## src/design/isq_pkg.sv

```systemverilog
// shared types and codes of the intake and shooter sequencer
package isq_pkg;

  // request codes carried by an input item
  typedef enum logic [2:0] {
    REQ_TICK         = 3'd0,
    REQ_INTAKE       = 3'd1,
    REQ_STOP_INTAKE  = 3'd2,
    REQ_EXHAUST      = 3'd3,
    REQ_PRIME        = 3'd4,
    REQ_STOP_SHOOTER = 3'd5,
    REQ_SHOOT        = 3'd6
  } req_type_e;

  // intake sequencer states
  typedef enum logic [2:0] {
    IN_IDLE    = 3'd0,
    IN_DETECT  = 3'd1,
    IN_HOLD    = 3'd2,
    IN_SHOOT   = 3'd3,
    IN_EXHAUST = 3'd4
  } intake_phase_e;

  // shooter sequencer states
  typedef enum logic [1:0] {
    SH_IDLE    = 2'd0,
    SH_SPINUP  = 2'd1,
    SH_READY   = 2'd2,
    SH_EXHAUST = 2'd3
  } shooter_phase_e;

  // shooter drive modes
  typedef enum logic [1:0] {
    SHM_ZERO     = 2'd0,
    SHM_VELOCITY = 2'd1,
    SHM_TORQUE   = 2'd2
  } shooter_mode_e;

  // intake drive modes
  localparam logic INM_TORQUE   = 1'b0;
  localparam logic INM_POSITION = 1'b1;

  // configuration register indexes
  typedef enum logic [2:0] {
    CFG_INTAKE_CURRENTS   = 3'd0,
    CFG_INTAKE_DUTY       = 3'd1,
    CFG_MOVE_DISTANCE     = 3'd2,
    CFG_SPEED_TOLERANCE   = 3'd3,
    CFG_SPINUP_TIMEOUT    = 3'd4,
    CFG_SH_EXHAUST_CURR   = 3'd5,
    CFG_SH_EXHAUST_DUTY   = 3'd6
  } cfg_index_e;

  localparam int unsigned CfgDataW = 64;
  localparam int unsigned CfgAddrW = 6;

  localparam logic [16:0] SpeedToleranceRst = 17'd62259;
  localparam logic [31:0] SpinupTimeoutRst  = 32'd1000;

  // one input item
  typedef struct packed {
    logic [2:0]         req_type;
    logic [31:0]        now_time;
    logic               magnet_healthy;
    logic signed [31:0] intake_position;
    logic signed [23:0] wheel_one_speed;
    logic signed [23:0] wheel_two_speed;
    logic [22:0]        target_speed;
  } isq_req_t;

  // one result item
  typedef struct packed {
    logic               intake_mode;
    logic signed [15:0] intake_current;
    logic [15:0]        intake_duty;
    logic signed [31:0] intake_goal;
    logic [1:0]         shooter_mode;
    logic [22:0]        shooter_speed_cmd;
    logic signed [15:0] shooter_current;
    logic [15:0]        shooter_duty;
    logic [2:0]         intake_phase;
    logic [1:0]         shooter_phase;
    logic               drive_valid;
  } isq_rsp_t;

endpackage

```

## src/design/isq_req_if.sv

```systemverilog
// input item channel of the sequencer
interface isq_req_if;
  import isq_pkg::*;

  logic     valid;
  logic     ready;
  isq_req_t payload;

  modport source (output valid, output payload, input ready);
  modport sink (input valid, input payload, output ready);
endinterface

```

## src/design/isq_rsp_if.sv

```systemverilog
// result item channel of the sequencer
interface isq_rsp_if;
  import isq_pkg::*;

  logic     valid;
  logic     ready;
  isq_rsp_t payload;

  modport source (output valid, output payload, input ready);
  modport sink (input valid, input payload, output ready);
endinterface

```

## src/design/intake_shooter_sequencer_core.sv

```systemverilog
// intake and shooter sequencer: top level with config registers and item pipeline
// an accepted item passes through the input register and then the result register
// throughput: one item per cycle while the sink does not hold off; the state updates in stage two
// the result register and input register stall together only when the sink holds off
// reset: asynchronous active low; both sequencers go idle, goal, target and start
// time clear, registers take their documented reset values
module intake_shooter_sequencer_core (
  input  logic                          clk_i,
  input  logic                          rst_ni,
  isq_req_if.sink                       req_i,
  isq_rsp_if.source                     rsp_o,
  input  logic                          psel,
  input  logic                          penable,
  input  logic                          pwrite,
  input  logic [isq_pkg::CfgAddrW-1:0]  paddr,
  input  logic [isq_pkg::CfgDataW-1:0]  pwdata,
  output logic [isq_pkg::CfgDataW-1:0]  prdata,
  output logic                          pready
);
  import isq_pkg::*;

  // configuration registers
  logic [47:0]        intake_currents_q;
  logic [47:0]        intake_duty_q;
  logic signed [31:0] move_distance_q;
  logic [16:0]        speed_tolerance_q;
  logic [31:0]        spinup_timeout_q;
  logic signed [15:0] sh_exhaust_curr_q;
  logic [15:0]        sh_exhaust_duty_q;

  logic       cfg_we;
  cfg_index_e cfg_idx;

  assign pready  = 1'b1;
  assign cfg_we  = psel && penable && pwrite;
  assign cfg_idx = cfg_index_e'(paddr[CfgAddrW-1:3]);

  // register writes
  always_ff @(posedge clk_i or negedge rst_ni) begin
    if (!rst_ni) begin
      intake_currents_q <= '0;
      intake_duty_q     <= '0;
      move_distance_q   <= '0;
      speed_tolerance_q <= SpeedToleranceRst;
      spinup_timeout_q  <= SpinupTimeoutRst;
      sh_exhaust_curr_q <= '0;
      sh_exhaust_duty_q <= '0;
    end else if (cfg_we) begin
      case (cfg_idx)
        CFG_INTAKE_CURRENTS: intake_currents_q <= pwdata[47:0];
        CFG_INTAKE_DUTY:     intake_duty_q     <= pwdata[47:0];
        CFG_MOVE_DISTANCE:   move_distance_q   <= pwdata[31:0];
        CFG_SPEED_TOLERANCE: speed_tolerance_q <= pwdata[16:0];
        CFG_SPINUP_TIMEOUT:  spinup_timeout_q  <= pwdata[31:0];
        CFG_SH_EXHAUST_CURR: sh_exhaust_curr_q <= pwdata[15:0];
        CFG_SH_EXHAUST_DUTY: sh_exhaust_duty_q <= pwdata[15:0];
        default: ;
      endcase
    end
  end

  // register readback
  always_comb begin
    case (cfg_idx)
      CFG_INTAKE_CURRENTS: prdata = {16'd0, intake_currents_q};
      CFG_INTAKE_DUTY:     prdata = {16'd0, intake_duty_q};
      CFG_MOVE_DISTANCE:   prdata = {32'd0, move_distance_q};
      CFG_SPEED_TOLERANCE: prdata = {47'd0, speed_tolerance_q};
      CFG_SPINUP_TIMEOUT:  prdata = {32'd0, spinup_timeout_q};
      CFG_SH_EXHAUST_CURR: prdata = {48'd0, sh_exhaust_curr_q};
      CFG_SH_EXHAUST_DUTY: prdata = {48'd0, sh_exhaust_duty_q};
      default:             prdata = '0;
    endcase
  end

  // pipeline handshake
  logic     in_valid_q;
  isq_req_t in_q;
  logic     out_valid_q;
  isq_rsp_t out_q;
  logic     advance;

  assign advance     = in_valid_q && (!out_valid_q || rsp_o.ready);
  assign req_i.ready = !in_valid_q || advance;
  assign rsp_o.valid = out_valid_q;
  assign rsp_o.payload = out_q;

  // input register
  always_ff @(posedge clk_i or negedge rst_ni) begin
    if (!rst_ni) begin
      in_valid_q <= 1'b0;
    end else if (req_i.ready) begin
      in_valid_q <= req_i.valid;
    end
  end

  always_ff @(posedge clk_i) begin
    if (req_i.ready && req_i.valid) begin
      in_q <= req_i.payload;
    end
  end

  // sequencer state
  intake_phase_e      intake_phase_q, intake_phase_d;
  shooter_phase_e     shooter_phase_q, shooter_phase_d;
  logic signed [31:0] goal_q, goal_d;
  logic [22:0]        speed_target_q, speed_target_d;
  logic [31:0]        spin_start_q, spin_start_d;
  logic               spin_started_q, spin_started_d;

  // exact speed compare: (w1 + w2) * 65536 against 2 * target * tolerance
  logic signed [24:0] wheel_sum;
  logic [39:0]        tgt_prod;
  logic signed [42:0] speed_diff;
  logic               speed_above;
  logic               speed_below;

  assign wheel_sum   = 25'(in_q.wheel_one_speed) + 25'(in_q.wheel_two_speed);
  assign tgt_prod    = 40'(speed_target_q) * 40'(speed_tolerance_q);
  assign speed_diff  = {{2{wheel_sum[24]}}, wheel_sum, 16'd0} - {2'b0, tgt_prod, 1'b0};
  assign speed_above = !speed_diff[42] && (speed_diff != '0);
  assign speed_below = speed_diff[42];

  // spin-up timing
  logic [31:0] start_eff;
  logic [31:0] elapsed;

  assign start_eff = spin_started_q ? spin_start_q : in_q.now_time;
  assign elapsed   = in_q.now_time - start_eff;

  // next state
  always_comb begin
    intake_phase_d  = intake_phase_q;
    shooter_phase_d = shooter_phase_q;
    goal_d          = goal_q;
    speed_target_d  = speed_target_q;
    spin_start_d    = spin_start_q;
    spin_started_d  = spin_started_q;
    case (req_type_e'(in_q.req_type))
      REQ_TICK: begin
        if (intake_phase_q == IN_DETECT && !in_q.magnet_healthy) begin
          intake_phase_d = IN_HOLD;
          goal_d         = in_q.intake_position + move_distance_q;
        end
        case (shooter_phase_q)
          SH_SPINUP: begin
            spin_start_d   = start_eff;
            spin_started_d = 1'b1;
            if (speed_above || (elapsed > spinup_timeout_q)) begin
              shooter_phase_d = SH_READY;
            end
          end
          SH_READY: begin
            if (speed_below) begin
              shooter_phase_d = SH_SPINUP;
            end
          end
          default: ;
        endcase
      end
      REQ_INTAKE: begin
        if (intake_phase_q != IN_DETECT && intake_phase_q != IN_HOLD &&
            intake_phase_q != IN_SHOOT) begin
          intake_phase_d = IN_DETECT;
        end
      end
      REQ_STOP_INTAKE: begin
        if (intake_phase_q != IN_HOLD) begin
          intake_phase_d = IN_IDLE;
        end
      end
      REQ_EXHAUST: begin
        intake_phase_d  = IN_EXHAUST;
        shooter_phase_d = SH_EXHAUST;
      end
      REQ_PRIME: begin
        speed_target_d = in_q.target_speed;
        if (shooter_phase_q != SH_SPINUP && shooter_phase_q != SH_READY) begin
          shooter_phase_d = SH_SPINUP;
          spin_started_d  = 1'b0;
          spin_start_d    = '0;
        end
      end
      REQ_STOP_SHOOTER: shooter_phase_d = SH_IDLE;
      REQ_SHOOT: begin
        if (shooter_phase_q == SH_READY) begin
          intake_phase_d = IN_SHOOT;
        end
      end
      default: ;
    endcase
  end

  // result item: drive fields from the state before the item, phases after it
  isq_rsp_t rsp_d;

  always_comb begin
    rsp_d               = '0;
    rsp_d.intake_phase  = intake_phase_d;
    rsp_d.shooter_phase = shooter_phase_d;
    if (req_type_e'(in_q.req_type) == REQ_TICK) begin
      rsp_d.drive_valid = 1'b1;
      case (intake_phase_q)
        IN_DETECT: begin
          rsp_d.intake_mode    = INM_TORQUE;
          rsp_d.intake_current = intake_currents_q[15:0];
          rsp_d.intake_duty    = intake_duty_q[15:0];
        end
        IN_HOLD: begin
          rsp_d.intake_mode = INM_POSITION;
          rsp_d.intake_goal = goal_q;
        end
        IN_SHOOT: begin
          rsp_d.intake_mode    = INM_TORQUE;
          rsp_d.intake_current = intake_currents_q[31:16];
          rsp_d.intake_duty    = intake_duty_q[31:16];
        end
        IN_EXHAUST: begin
          rsp_d.intake_mode    = INM_TORQUE;
          rsp_d.intake_current = intake_currents_q[47:32];
          rsp_d.intake_duty    = intake_duty_q[47:32];
        end
        default: ;
      endcase
      case (shooter_phase_q)
        SH_SPINUP, SH_READY: begin
          rsp_d.shooter_mode      = SHM_VELOCITY;
          rsp_d.shooter_speed_cmd = speed_target_q;
        end
        SH_EXHAUST: begin
          rsp_d.shooter_mode    = SHM_TORQUE;
          rsp_d.shooter_current = sh_exhaust_curr_q;
          rsp_d.shooter_duty    = sh_exhaust_duty_q;
        end
        default: rsp_d.shooter_mode = SHM_ZERO;
      endcase
    end
  end

  // state registers
  always_ff @(posedge clk_i or negedge rst_ni) begin
    if (!rst_ni) begin
      intake_phase_q  <= IN_IDLE;
      shooter_phase_q <= SH_IDLE;
      goal_q          <= '0;
      speed_target_q  <= '0;
      spin_start_q    <= '0;
      spin_started_q  <= 1'b0;
    end else if (advance) begin
      intake_phase_q  <= intake_phase_d;
      shooter_phase_q <= shooter_phase_d;
      goal_q          <= goal_d;
      speed_target_q  <= speed_target_d;
      spin_start_q    <= spin_start_d;
      spin_started_q  <= spin_started_d;
    end
  end

  // result register
  always_ff @(posedge clk_i or negedge rst_ni) begin
    if (!rst_ni) begin
      out_valid_q <= 1'b0;
    end else if (advance) begin
      out_valid_q <= 1'b1;
    end else if (rsp_o.ready) begin
      out_valid_q <= 1'b0;
    end
  end

  always_ff @(posedge clk_i) begin
    if (advance) begin
      out_q <= rsp_d;
    end
  end

endmodule
```

## src/flat_wrapper.sv

```systemverilog
// flat-port wrapper written by rule: the top's interface ports become plain ports
module intake_shooter_sequencer_core_flat import isq_pkg::*;
  (clk_i, rst_ni, psel, penable, pwrite, paddr, pwdata, prdata, pready, req_i_valid, req_i_payload, req_i_ready, rsp_o_valid, rsp_o_payload, rsp_o_ready);
  isq_req_if req_i_i ();
  isq_rsp_if rsp_o_i ();
  input  logic clk_i;
  input  logic rst_ni;
  input  logic psel;
  input  logic penable;
  input  logic pwrite;
  input  logic [isq_pkg::CfgAddrW-1:0] paddr;
  input  logic [isq_pkg::CfgDataW-1:0] pwdata;
  output logic [isq_pkg::CfgDataW-1:0] prdata;
  output logic pready;
  input wire logic [$bits(req_i_i.valid)-1:0] req_i_valid;
  input wire logic [$bits(req_i_i.payload)-1:0] req_i_payload;
  output wire logic [$bits(req_i_i.ready)-1:0] req_i_ready;
  output wire logic [$bits(rsp_o_i.valid)-1:0] rsp_o_valid;
  output wire logic [$bits(rsp_o_i.payload)-1:0] rsp_o_payload;
  input wire logic [$bits(rsp_o_i.ready)-1:0] rsp_o_ready;
  assign req_i_i.valid = req_i_valid;
  assign req_i_i.payload = req_i_payload;
  assign req_i_ready = req_i_i.ready;
  assign rsp_o_valid = rsp_o_i.valid;
  assign rsp_o_payload = rsp_o_i.payload;
  assign rsp_o_i.ready = rsp_o_ready;
  intake_shooter_sequencer_core u_core (.clk_i(clk_i), .rst_ni(rst_ni), .req_i(req_i_i), .rsp_o(rsp_o_i), .psel(psel), .penable(penable), .pwrite(pwrite), .paddr(paddr), .pwdata(pwdata), .prdata(prdata), .pready(pready));
endmodule
```

## config.mk

```make
export PLATFORM = sky130hd
export DESIGN_NAME = intake_shooter_sequencer_core_flat
export DESIGN_NICKNAME = d
export VERILOG_FILES = /design/src/design/isq_pkg.sv /design/src/design/isq_req_if.sv /design/src/design/isq_rsp_if.sv /design/src/design/intake_shooter_sequencer_core.sv /design/src/flat_wrapper.sv
export SDC_FILE = /design/constraint.sdc
export NUM_CORES = 2
export LEC_CHECK = 0
export ABC_AREA = 1
export BUFFER_PORTS_ARGS = -buffer_cell sky130_fd_sc_hd__buf_2
export CAP_MARGIN = 0
export CORE_UTILIZATION = 52
export CTS_BUF_LIST = sky130_fd_sc_hd__clkbuf_8 sky130_fd_sc_hd__clkbuf_16
export CTS_CLUSTER_DIAMETER = 120
export DETAILED_ROUTE_END_ITERATION = 16
export PLACE_DENSITY = 0.72
export REMOVE_ABC_BUFFERS = 1
export SYNTH_ARGS = -nofsm -noshare
export SYNTH_HDL_FRONTEND = slang
export SYNTH_SLANG_ARGS = --single-unit
```

## constraint.sdc

```tcl
create_clock -name clk_i -period 11.65 [get_ports clk_i]
set_input_delay 2.33 -clock clk_i [delete_from_list [all_inputs] [get_ports clk_i]]
set_output_delay 2.33 -clock clk_i [all_outputs]
set_load 0.1 [all_outputs]
```

== Word-level counts from Yosys, hierarchy flattened ==
Index checks and enable logic that the tools add are counted.
W data, S select, Z words.

* Register bits after elaboration: 571
* Bits in latches: 0
* RAM bits: 0
* Memory bits (read-only): 0
* Bits of input ports: 216
* Output and inout bits: 195
* Logic and storage cells: 124
* Memories: 0

* Add/sub/neg operators: 4
* Multiply operators: 1
* Div/mod/pow operators: 0
* Order comparisons: 1
* Equal/unequal tests: 26
* Shifts and indexed selects: 0
* Muxes and demuxes: 24
* Bitwise gates (word level): 0
* Reductions and logical operators: 35

{| class="wikitable"
|+ Operators with widths
! cell !! count
|-
| $pmux W48 S7 || 1
|-
| $mux W32 || 3
|-
| $pmux W32 S3 || 1
|-
| $pmux W32 S2 || 1
|-
| $reduce_bool A43 Y1 || 1
|-
| $sub A41 B42 Y43 || 1
|-
| $mul A23 B17 Y40 || 1
|-
| $add A32 B32 Y32 || 1
|-
| $gt A32 B32 Y1 || 1
|-
| $sub A32 B32 Y32 || 1
|-
| $add A24 B24 Y25 || 1
|-
| $reduce_and A2 Y1 || 11
|-
| $eq A3 B3 Y1 const B || 7
|-
| $eq A3 B2 Y1 const B || 6
|-
| $pmux W3 S5 || 1
|-
| $mux W3 || 4
|-
| $eq A3 B1 Y1 const B || 3
|-
| $logic_and A1 B1 Y1 || 9
|-
| $pmux W2 S2 || 2
|-
| $pmux W2 S4 || 1
|-
| $logic_not A3 Y1 || 2
|-
| $mux W1 || 6
|-
| $mux W2 || 3
|-
| $ne A3 B2 Y1 const B || 2
|-
| 12 further kinds || 21
|}

== Logic depth before layout (Yosys ltp) ==
* Depth in word-level cells: 8
* Depth in mapped cells: 59
* Gate-level depth less buffers: 57

== Worst setup path after synthesis ==
OpenSTA, ideal clock, no wires.

* Kind: register to register
* Start point: register u_core.speed_tolerance_q[4]
* End point: register u_core.out_q, in the netlist u_core.rsp_o.payload[2], data pin
* Library setup time: 0.261 ns
* Data arrival time: 8.082 ns
* Data required time: 11.389 ns
* Slack: 3.307 ns
* Cell stages (with the launch flop): 49
* Path buffers: 2
* Cells stage by stage: dfstp_2 -> clkbuf_1 -> clkbuf_1 -> nand2_1 -> fa_1 -> fa_1 -> fa_1 -> fa_1 -> inv_1 -> fa_1 -> inv_1 -> fa_1 -> inv_1 -> ha_1 -> nand2_1 -> inv_1 -> a21oi_2 -> a21oi_1 -> [... 13 more ...] -> o21ai_0 -> a21oi_1 -> o21ai_0 -> inv_1 -> nand3_1 -> nand3_1 -> nand2_1 -> nand2_1 -> nor2_1 -> nand2_1 -> nor2_1 -> nand2_1 -> nand2_1 -> nand3_1 -> nand2_1 -> nand2_1 -> nand2_1 -> nand3_2

{| class="wikitable"
|+ RTL lines
! element !! RTL line !! text
|-
| from (decl) || intake_shooter_sequencer_core.sv:26 || <nowiki>logic [16:0] speed_tolerance_q;</nowiki>
|-
| from (signal assigned) || intake_shooter_sequencer_core.sv:44 || <nowiki>speed_tolerance_q <= SpeedToleranceRst;</nowiki>
|-
| from (signal assigned) || intake_shooter_sequencer_core.sv:53 || <nowiki>CFG_SPEED_TOLERANCE: speed_tolerance_q <= pwdata[16:0];</nowiki>
|-
| to (signal assigned) || intake_shooter_sequencer_core.sv:272 || <nowiki>out_q <= rsp_d;</nowiki>
|-
| to (decl) || intake_shooter_sequencer_core.sv:80 || <nowiki>isq_rsp_t out_q;</nowiki>
|}

==> flow_summary_export.csv <==
group,metric,value,unit
worst_setup_path,crit_family,"adder cells",
global_route,antenna_found_initial,17,
routing,post_drt_wl_per_cell,19.10,um
global_route,grt_pass1_vias,33640,
finish,syn2layout_area_growth,11.43,%
timing,tightest_slew,1140,ps
run,drv_cap,0,
yosys,synth_flop_cell,"dfrtp_1",
finish,num-fill-cells,7060,
yosys,synth_edf_count,267,
global_route,grt_max_degree,162,
hold_path,hold_path.class,"reg2reg",
worst_setup_path,cpMaxStageDelayCell,"dfrtp_1",
clock_network,root_buffer,"clkbuf_16",
global_route,track_usage,29.26,%
clock_network,cts_tree,"yes",
timing,slew_headroom,23.99,%
floorplan,fp.coreArea,79390,sq um
routing,ant_nets,0,
placement,gp_congestion,0.9381,
timing,period_needed,9696,ps
placement,placedInstanceArea,44710,sq um
yosys,avgSynthCellArea,8.575,sq um
yosys,yosysWarnings,0,
finish,final_cell_mix,"nand2_1 (1119), inv_1 (984), buf_2 (373), o21ai_0 (322), fa_1 (317)",
yosys,synth_seq_cells,571,
yosys,synthCells,4892,
clock_network,clk_pin_slew,60,ps
global_route,grt_overflow,0,
clock_network,holdBufCountCts,0,
floorplan,fp-row-count,103,
timing,period_share,83.23,%
routing,dr_total_vias,34050,
timing,fmax,103.1,MHz
worst_setup_path,arrival,10110,ps
routing,wl,119900,um
placement,place_inst,6157,
finish,fin_area,46740,sq um
finish,multi_input_area,21850,sq um
yosys,async_reset_ff_share,53.24,%
worst_setup_path,cp-end-kind,"register",
yosys,syn_area,41950,sq um
global_route,grt_pass1_wl,184900,um
clock_network,cts_setup_buffers,0,
finish,nets,5966,
finish,final_common_cell,"nand2_1",
worst_setup_path,crit_top_cell,"nand2_1",
worst_setup_path,path_class,"reg2reg",
timing,report.final.slew_viol_count,0,
finish,seq_area,15650,sq um
clock_network,clock_path_buffers,3,
worst_setup_path,slowest_delay,750,ps
placement,portBuffers,374,
floorplan,io_pins,411,
routing,post-route-drc-count,0,
finish,final_cells,6278,
clock_network,cts_made_buffers,61,
finish,drive_gt1_share,11.57,%
worst_setup_path,start_kind,"register",
timing,setup_violations,0,
worst_setup_path,path_max_fanout,13,
clock_network,clock_sinks,571,
clock_network,cts.repair.resized,0,
floorplan,die-area,81810,sq um
timing,rsz0062_at_grt,"no",
yosys,yosysSeqAreaShare,37.30,%
worst_setup_path,cp_data_required_time,12060,ps
clock_network,insertion_delay,670,ps
floorplan,die_x,286.0,um
worst_setup_path,path_buf_inv,8,
timing,fin_worst_skew,83.87,ps
timing,hold_violations,0,
placement,hpwl,89820,um
routing,drtIter0Drc,2973,
floorplan,die_height,286.0,um
yosys,ys_types,60,
clock_network,htree_num_levels,2,
timing,setup_tns,0,ps
routing,dr.pass1.iters,6,
status,status,"completed",
routing,vias_per_cell,5.424,
floorplan,initial_utilization,52.84,%
finish,utilization,58.88,%
flip-flops by register name (all words and copies together) (netlist names), 17 cells and up:
register and count:
u_core.goal_q 32, u_core.in_q 139, u_core.intake_currents_q 48, u_core.intake_duty_q 48
u_core.move_distance_q 32, u_core.rsp_o.payload 128, u_core.speed_target_q 23, u_core.speed_tolerance_q 17
u_core.spin_start_q 32, u_core.spinup_timeout_q 32
worst reg2reg max path: cells and delay by family (launching register included):
family                   cells  cell delay, ps
AND/OR/NAND/NOR             21            1980
adder cells (fa/ha/maj)      8            3610
flip-flops                   1             750
XOR/XNOR                     1              90
AO/OA/AOI/OAI               11            2150
buffers and inverters        8             850
area by class of cell:
type / count / area share (%)
multi-input combinational: 3137 / 46.74
antenna: 7 / 0.03748
timing repair buffer: 415 / 4.711
inverter: 984 / 7.923
clock buffer: 64 / 3.354
tap: 1050 / 2.811
clock inverter: 50 / 0.9556
sequential: 571 / 33.47
synthesized netlist by cell type, types with 10 or more instances:
master     instances  area (sq um)
a21boi_1          11         82.58
a21o_1            10         75.07
a21oi_1          256          1281
a221oi_1          23         201.4
a31oi_1           19         118.9
buf_1             12         45.04
buf_4             17         127.6
clkbuf_1         186         698.2
dfrtp_1          288          7207
dfstp_2           16         420.4
edfxtp_1         267          8018
fa_1             317          6346
ha_1             263          3291
inv_1            978          3671
mux2_2            12         135.1
nand2_1         1121          4208
nand2_2           12         75.07
nand3_1          107         535.5
nand4_1           17         106.4
nor2_1           297          1115
nor3_1            26         130.1
o2111ai_1         19         166.4
o211ai_1          10         75.07
o21ai_0          322          1612
o21ai_1           12         60.06
o22ai_1           72         450.4
xnor2_1           53         464.2
xor2_1            56         490.5
path summary, 6_finish.rpt:
| check | from | to | slack [ps] | depth (start not counted) |
|---|---|---|---|---|
| max in group asynchronous | rst_ni | u_core.goal_q[5] | 8450 | 2 |
| hold reg to reg | u_core.goal_q[23] | u_core.goal_q[23] | 480 | 2 |
| setup reg to reg | u_core.speed_tolerance_q[7] | u_core.rsp_o.payload[2] | 1950 | 49 |
| min in group asynchronous | rst_ni | u_core.spin_start_q[31] | 1640 | 1 |
| hold / removal | u_core.goal_q[23] | u_core.goal_q[23] | 480 | 2 |
| setup / recovery | u_core.speed_tolerance_q[7] | u_core.rsp_o.payload[2] | 1950 | 49 |
cell families (layout without fill, tap and decap cells):
| family | after synthesis | after routing | share of synthesized area [%] |
|---|---|---|---|
| and+or+nand+nor | 1614 | 1614 | 15.42 |
| buffers and inverters | 1199 | 1513 | 10.88 |
| AOI/OAI and AO/OA | 805 | 805 | 10.82 |
| adders and majority gates | 580 | 580 | 22.97 |
| DFF | 571 | 571 | 37.30 |
| xor gates and xnor gates | 109 | 109 | 2.276 |
| muxes | 12 | 12 | 0.3221 |
| other | 2 | 24 | 0.01790 |
layer usage:
metal | track usage [%] | vias to the layer above | routed length [um]
met5 | 0 | - | 165
met4 | 13.56 | 24 | 5744
met3 | 5.199 | 293 | 9374
met2 | 50.11 | 1288 | 58960
met1 | 35.89 | 16510 | 45630
li1 | - | 15940 | -
stage by stage:
| step | setup WS [ps] | hold slack, ps |
|---|---|---|
| 3_3_place_gp | 2083 | 466.5 |
| 4_1_cts | 2035 | 487.8 |
| 6_report | 1954 | 484.0 |
| 2_1_floorplan | 2767 | 449.1 |
| 5_1_grt | 1203 | 496.5 |
| 3_5_place_dp | 2073 | 466.9 |
Power is left out: the tool's default activity adds up to more than one toggle a clock period on the data nets, which glitch-free logic cannot reach.
